**src/rtl/pps_pkg.sv**
```systemverilog
package pps_pkg;

    localparam int MAX_PROCS = 16;
    localparam int IDX_W = (MAX_PROCS > 1) ? $clog2(MAX_PROCS) : 1;
    localparam int CNT_W = $clog2(MAX_PROCS + 1);
    localparam int TICK_W = 13;
    localparam int PID_W = 4;

    localparam logic [1:0] ST_LOAD = 2'd0;
    localparam logic [1:0] ST_SCAN = 2'd1;
    localparam logic [1:0] ST_APPLY = 2'd2;
    localparam logic [1:0] ST_EMIT = 2'd3;

    typedef struct packed {
        logic [7:0] arrival_time;
        logic [7:0] burst_time;
        logic [7:0] prio_level;
        logic       last_process;
    } proc_req_t;

    typedef struct packed {
        logic [PID_W-1:0]  process_id;
        logic [TICK_W-1:0] completion_time;
        logic [TICK_W-1:0] waiting_time;
        logic [TICK_W-1:0] turnaround_time;
        logic              last_result;
    } proc_res_t;

    typedef struct packed {
        logic             found;
        logic [7:0]       prio;
        logic [IDX_W-1:0] idx;
    } cand_t;

    typedef struct packed {
        logic [7:0]        arrival;
        logic [7:0]        burst;
        logic [TICK_W-1:0] finish;
        logic              final_tick;
    } cell_res_t;

endpackage

```
**src/rtl/preemptive_priority_schedule_top.sv**
```systemverilog
// Requests load while idle and start is high; requests beyond the capacity are dropped.
// Each schedule tick lets the pick ripple through the cell chain and then applies it.
// After the last request, results follow on consecutive cycles, one per process,
// and busy falls as the last result appears, so a new set may load at once.
// Reset is asynchronous, active low, and empties the process set.
module preemptive_priority_schedule_top (
    input  logic               clk,
    input  logic               rst_n,
    input  logic               start,
    output logic               busy,
    input  pps_pkg::proc_req_t req,
    output pps_pkg::proc_res_t res,
    output logic               res_strobe
);
    import pps_pkg::*;

    logic [1:0]        state_reg, state_next;
    logic [CNT_W-1:0]  scan_cnt_reg, scan_cnt_next;
    logic [CNT_W-1:0]  loaded_reg, loaded_next;
    logic [CNT_W-1:0]  left_reg, left_next;
    logic [TICK_W-1:0] tick_reg, tick_next;
    logic [IDX_W-1:0]  emit_idx_reg, emit_idx_next;
    proc_res_t         res_reg, res_next;
    logic              res_strobe_reg, res_strobe_next;

    cand_t     cand [MAX_PROCS+1];
    cell_res_t cres [MAX_PROCS];
    logic [MAX_PROCS-1:0] load_vec;
    logic [MAX_PROCS-1:0] pick_vec;
    logic      clear;
    logic      accept;
    cell_res_t sel;
    logic [TICK_W-1:0] tat;

    assign accept = start && (state_reg == ST_LOAD);
    assign cand[0] = '0;

    genvar gi;
    generate
        for (gi = 0; gi < MAX_PROCS; gi++)
        begin : g_cell
            assign load_vec[gi] = accept && (loaded_reg == CNT_W'(gi));
            assign pick_vec[gi] = (state_reg == ST_APPLY) && cand[MAX_PROCS].found
                                  && (cand[MAX_PROCS].idx == IDX_W'(gi));
            pps_cell u_cell (
                .clk      (clk),
                .rst_n    (rst_n),
                .cell_idx (IDX_W'(gi)),
                .load_en  (load_vec[gi]),
                .load_data(req),
                .clear    (clear),
                .pick_en  (pick_vec[gi]),
                .tick     (tick_reg),
                .cand_in  (cand[gi]),
                .cand_out (cand[gi+1]),
                .cell_res (cres[gi])
            );
        end
    endgenerate

    assign sel = cres[emit_idx_reg];
    assign tat = sel.finish - {{(TICK_W-8){1'b0}}, sel.arrival};

    always_comb
    begin
        state_next = state_reg;
        scan_cnt_next = scan_cnt_reg;
        loaded_next = loaded_reg;
        left_next = left_reg;
        tick_next = tick_reg;
        emit_idx_next = emit_idx_reg;
        res_next = res_reg;
        res_strobe_next = 1'b0;
        clear = 1'b0;
        unique case (state_reg)
            ST_LOAD:
            begin
                if (start)
                begin
                    if (loaded_reg < CNT_W'(MAX_PROCS))
                    begin
                        loaded_next = loaded_reg + CNT_W'(1);
                    end
                    if (req.last_process)
                    begin
                        left_next = loaded_next;
                        scan_cnt_next = '0;
                        state_next = ST_SCAN;
                    end
                end
            end
            ST_SCAN:
            begin
                scan_cnt_next = scan_cnt_reg + CNT_W'(1);
                if (scan_cnt_reg == CNT_W'(MAX_PROCS - 1))
                begin
                    state_next = ST_APPLY;
                end
            end
            ST_APPLY:
            begin
                tick_next = tick_reg + TICK_W'(1);
                scan_cnt_next = '0;
                state_next = ST_SCAN;
                if (cand[MAX_PROCS].found && cres[cand[MAX_PROCS].idx].final_tick)
                begin
                    left_next = left_reg - CNT_W'(1);
                    if (left_reg == CNT_W'(1))
                    begin
                        emit_idx_next = '0;
                        state_next = ST_EMIT;
                    end
                end
            end
            ST_EMIT:
            begin
                res_strobe_next = 1'b1;
                res_next.process_id = PID_W'(emit_idx_reg);
                res_next.completion_time = sel.finish;
                res_next.turnaround_time = tat;
                res_next.waiting_time = tat - {{(TICK_W-8){1'b0}}, sel.burst};
                res_next.last_result = (CNT_W'(emit_idx_reg) + CNT_W'(1) == loaded_reg);
                emit_idx_next = emit_idx_reg + IDX_W'(1);
                if (res_next.last_result)
                begin
                    clear = 1'b1;
                    loaded_next = '0;
                    tick_next = '0;
                    state_next = ST_LOAD;
                end
            end
            default:
            begin
                state_next = ST_LOAD;
            end
        endcase
    end

    always_ff @(posedge clk or negedge rst_n)
    begin
        if (!rst_n)
        begin
            state_reg <= ST_LOAD;
            scan_cnt_reg <= '0;
            loaded_reg <= '0;
            left_reg <= '0;
            tick_reg <= '0;
            emit_idx_reg <= '0;
            res_strobe_reg <= 1'b0;
        end
        else
        begin
            state_reg <= state_next;
            scan_cnt_reg <= scan_cnt_next;
            loaded_reg <= loaded_next;
            left_reg <= left_next;
            tick_reg <= tick_next;
            emit_idx_reg <= emit_idx_next;
            res_strobe_reg <= res_strobe_next;
        end
    end

    always_ff @(posedge clk)
    begin
        res_reg <= res_next;
    end

    assign busy = (state_reg != ST_LOAD);
    assign res = res_reg;
    assign res_strobe = res_strobe_reg;

endmodule

```
**src/rtl/pps_cell.sv**
```systemverilog
module pps_cell (
    input  logic                      clk,
    input  logic                      rst_n,
    input  logic [pps_pkg::IDX_W-1:0] cell_idx,
    input  logic                      load_en,
    input  pps_pkg::proc_req_t        load_data,
    input  logic                      clear,
    input  logic                      pick_en,
    input  logic [pps_pkg::TICK_W-1:0] tick,
    input  pps_pkg::cand_t            cand_in,
    output pps_pkg::cand_t            cand_out,
    output pps_pkg::cell_res_t        cell_res
);
    import pps_pkg::*;

    logic              valid_reg;
    logic              done_reg;
    logic [7:0]        arrival_reg;
    logic [7:0]        burst_reg;
    logic [7:0]        remaining_reg;
    logic [7:0]        prio_reg;
    logic [TICK_W-1:0] finish_reg;
    cand_t             cand_reg;
    cand_t             cand_next;
    logic              eligible;
    logic [7:0]        burst_fixed;

    assign burst_fixed = (load_data.burst_time == 8'd0) ? 8'd1 : load_data.burst_time;
    assign eligible = valid_reg && !done_reg && ({{(TICK_W-8){1'b0}}, arrival_reg} <= tick);

    always_comb
    begin
        cand_next = cand_in;
        if (eligible && (!cand_in.found || prio_reg > cand_in.prio))
        begin
            cand_next.found = 1'b1;
            cand_next.prio = prio_reg;
            cand_next.idx = cell_idx;
        end
    end

    always_ff @(posedge clk or negedge rst_n)
    begin
        if (!rst_n)
        begin
            valid_reg <= 1'b0;
            done_reg <= 1'b0;
            cand_reg <= '0;
        end
        else
        begin
            cand_reg <= cand_next;
            if (clear)
            begin
                valid_reg <= 1'b0;
                done_reg <= 1'b0;
            end
            else if (load_en)
            begin
                valid_reg <= 1'b1;
                done_reg <= 1'b0;
            end
            else if (pick_en && remaining_reg == 8'd1)
            begin
                done_reg <= 1'b1;
            end
        end
    end

    always_ff @(posedge clk)
    begin
        if (load_en)
        begin
            arrival_reg <= load_data.arrival_time;
            burst_reg <= burst_fixed;
            remaining_reg <= burst_fixed;
            prio_reg <= load_data.prio_level;
        end
        else if (pick_en)
        begin
            remaining_reg <= remaining_reg - 8'd1;
            if (remaining_reg == 8'd1)
            begin
                finish_reg <= tick + TICK_W'(1);
            end
        end
    end

    assign cand_out = cand_reg;
    assign cell_res.arrival = arrival_reg;
    assign cell_res.burst = burst_reg;
    assign cell_res.finish = finish_reg;
    assign cell_res.final_tick = (remaining_reg == 8'd1);

endmodule

```
**config.mk**
```make
export PLATFORM = sky130hd
export DESIGN_NAME = preemptive_priority_schedule_top
export DESIGN_NICKNAME = d
export VERILOG_FILES = /design/src/rtl/pps_pkg.sv /design/src/rtl/preemptive_priority_schedule_top.sv /design/src/rtl/pps_cell.sv
export SDC_FILE = /design/constraint.sdc
export NUM_CORES = 2
export LEC_CHECK = 0
export BUFFER_PORTS_ARGS = -buffer_cell sky130_fd_sc_hd__buf_2
export CELL_PAD_IN_SITES_DETAIL_PLACEMENT = 0
export CELL_PAD_IN_SITES_GLOBAL_PLACEMENT = 2
export CORE_MARGIN = 3
export CORE_UTILIZATION = 35
export DETAILED_ROUTE_END_ITERATION = 6
export GPL_TIMING_DRIVEN = 0
export MAX_ROUTING_LAYER = met4
export PLACE_DENSITY = 0.7
export SYNTH_ARGS = -nofsm -noshare
export SYNTH_HDL_FRONTEND = slang
export SYNTH_SLANG_ARGS = --single-unit
```
**constraint.sdc**
```tcl
create_clock -name clk -period 6.6 [get_ports clk]
set_input_delay 0.99 -clock clk [delete_from_list [all_inputs] [get_ports clk]]
set_output_delay 0.99 -clock clk [all_outputs]
set_load 0.01 [all_outputs]
```
==> metrics.md <==
| Metric | Value |
|---|---|
| Post-Syn Nets | `3,664` |
| Most numerous cell in the Yosys netlist | `edfxtp_1` |
| Synth Area in XOR/XNOR | `0.02529` |
| Outcome | `completed` |
| Compound-Gate Fraction of Synth Area | `0.06796` |
| Pwr dens | `363.0 mW/mm2` |
| Die Y | `about 370 um` |
| Post-CTS Setup Repair Bufs | `0` |
| Area leader, netlist | `edfxtp_1` |
| Synth async-reset ratio | `0.2480` |
| Combinational share of power | `0.280` |
| Total grt overflow | `0` |
| Post-synthesis simple-gate area fraction | `0.08195` |
| Post-synth top area share | `0.4841` |
| Layout cells sized above 1 | `0.1721` |
| P_int | `0.01371 W` |
| Minimum clock period after layout | `6.193 ns` |
| CP max FO | `10` |
| Max IR drop VDD | `~0.29 mV` |
| Slew Limit Headroom | `0.03264` |
| Final Max Tran Viols | `0` |
| Synth warn | `0` |
| Post-DP HPWL | `89.33 mm` |
| TritonCTS Buffers | `111` |
| Clk pwr share | `0.329` |
| First-pass iteration count of the detailed router | `7` |
| Commonest cells post-synth | `edfxtp_1 (764), ha_1 (305), dfrtp_1 (252)` |
| P_leak | `~20 nW` |
| Buffers added on ports | `66` |
| Htree depth | `3` |
| Worst-path clk slew | `around 0.060 ns` |
| Final core occ | `0.4071` |
| RSZ-0062 raised after global routing | `no` |
| CTS Hold Bufs | `0` |
| Sw Ratio | `0.3074` |
| First-pass GRT wire length | `190.0 mm` |
| Die area | `0.1399 mm2` |
| Top FF cell, synth | `edfxtp_1` |
| Worst-Skew Late Latency | `0.74 ns` |
| 1st-iter DRT viols | `about 2,200` |
| Initial antenna violation count | `0` |
| Wirelength, routed | `127.3 mm` |
| Post-synth cell types | `77` |
| CP arrival | `6.66 ns` |
| Crit path required time | `slightly above 7 ns` |
| Wire length per cell | `23.52 um` |
| Syn-to-layout area delta | `15.08%` |
| CTS sink count | `1,016` |
| Cell Area, Placed | `0.05050 mm2` |
| Layout Cells excl Fill | `5,413` |
| Row count | `134` |
| Chip width | `374.0 um` |
| Hold Fails Final Rpt | `0` |
| Post-route design area | `0.05454 mm2` |
| Clock Tree Buf Depth | `3` |
| Max cap viols | `0` |
| Post-Syn Area | `0.04739 mm2` |
| Ranking of synthesized cells by area | `edfxtp_1 (48%), dfrtp_1 (13%), ha_1 (8.1%)` |
| CP Class | `flip-flop to flip-flop` |
| Hold Path Class | `input port to async pin` |
| Multiplexer share of the synthesized area | `0.09742` |
| Yosys reg bits | `a little over 1,000` |
| IO Pins | `74` |
| Skew final | `approximately 0.052 ns` |
| Post-cts resize count | `21` |
| Largest family of logic cells by synthesized area | `multiplexers` |
| CTS tree | `done` |
| Period utilisation layout | `0.9383` |
| GRT Total Usage | `0.1874` |
| Worst-Margin Slew | `1.451 ns` |
| Routability Congestion | `0.7948` |
| Largest net degree at the start of global routing | `113` |
| Max FFs per register | `208` |
| Vias in the first global route | `28,680` |
| Startpoint types | `flip-flop` |
| Power Total | `0.01980 W` |
| Area share of fa/ha/maj cells after synthesis | `0.08158` |
| Synthesized instance count | `approximately 3,300` |
| EDFF count, synth | `764` |
| Post-DRT Antenna Nets | `0` |
| DRC Markers | `0` |
| Placed Instances | `a little over 5,000` |
| Core Area | `0.1340 mm2` |
| DR vias | `27,920` |
| Via density | `5.158` |
| Sequential-to-total area share from yosys stat | `0.6171` |
| WHS | `0.1984 ns` |
| Psw | `0.006085 W` |
| Reg2reg setup slack | `a little over 0.4 ns` |
| Final setup viols | `0` |
| Total Nets Final | `3,881` |
| Critical Path End Type | `flip-flop` |
| Root Driver | `clkbuf_16` |
| Avg Inst Size Synth | `14.24 um2` |
| Fmax | `161.5 MHz` |
| Initial core utilization | `0.3538` |
| Flop pwr share | `0.391` |
## worst paths after layout
kind | to | start | cells past startpoint
max | res[25]$_DFFE_PP_ | emit_idx_reg[0]$_DFFE_PN0P_ | 19
min | g_cell[1].u_cell.cand_out[7]$_DFF_PN0_ | rst_n | 1
max reg2reg | res[25]$_DFFE_PP_ | emit_idx_reg[0]$_DFFE_PN0P_ | 19
min reg2reg | g_cell[3].u_cell.cand_out[0]$_DFF_PN0_ | g_cell[2].u_cell.cand_out[0]$_DFF_PN0_ | 1
max in group asynchronous | g_cell[10].u_cell.cand_out[9]$_DFF_PN0_ | rst_n | 2
min in group clk | g_cell[3].u_cell.cand_out[0]$_DFF_PN0_ | g_cell[2].u_cell.cand_out[0]$_DFF_PN0_ | 1
## cell type report
type,count,area (um2)
Buffer,111,521.8
Inverter,235,883.3
Sequential cell,1016,29250
Timing Repair Buffer,106,945.9
Tap cell,1768,2212
Fill cell,12340,79420
Clock inverter,57,762.0
Antenna cell,2,5.005
Clock buffer,153,3077
Multi-Input combinational cell,1965,16880
## through the flow
stage               worst slack, ns  TNS [ns]
floorplan                     1.236         0
global placement            -0.9410   -147.46
detailed placement           -1.071    -6.777
CTS                        0.004704         0
global route                 0.1023         0
finish                       0.4075         0
## cell usage in the layout (no fill, tap or decap), types with 82 or more instances in the layout
| master | n |
|---|---|
| a21oi_1 | 154 |
| buf_2 | 84 |
| clkbuf_1 | 101 |
| clkbuf_16 | 112 |
| dfrtp_1 | 252 |
| edfxtp_1 | 764 |
| ha_1 | 305 |
| inv_1 | 223 |
| mux2_2 | 115 |
| mux4_2 | 142 |
| nand2_1 | 115 |
| nor2_1 | 196 |
| o21a_1 | 118 |
| o21ai_0 | 102 |
| xnor2_1 | 82 |
## metal layers
metal / vias to the layer above / GRT usage / part of all wire
met5: - / - / 0
li1: 12890 / - / -
met1: 14170 / 0.2603 / 0.46
met3: 151 / 0.02486 / 0.052
met4: 0 / 0.04931 / 0.020
met2: 715 / 0.2909 / 0.46
## critical path, cell delays in order, from the launching register on
cell and delay, ns:
dfrtp_1 0.43, buf_6 0.22, buf_4 0.29, buf_6 0.23, buf_2 0.36, clkbuf_4 0.46
mux4_2 0.61, mux4_2 0.53, ha_1 0.24, fa_1 0.39, nand2b_1 0.18, a211oi_1 0.34
o21a_1 0.16, nor2_1 0.04, xnor2_1 0.25, ha_1 0.34, and2_1 0.19, and4_1 0.20
nor4_1 0.32, xor2_1 0.10
## power by group through the flow
stage	Clock, W	Sequential, W	Combinational [W]
final	0.00651	0.00774	0.00555
after global routing	0.00693	0.00778	0.00616
after CTS	0.00668	0.00775	0.00562
after detailed placement	0	0.00787	0.00558
after global placement	0	0.00787	0.00555
after floorplan	0	0.00788	0.00379
## cell families after synthesis
family          Yosys count
xor+xnor                136
buf+inv                 348
mux                     266
simple gates            751
compound gates          504
flops                  1016
fa+ha+maj               308
No activity file was read; power rests on OpenSTA's default activity.
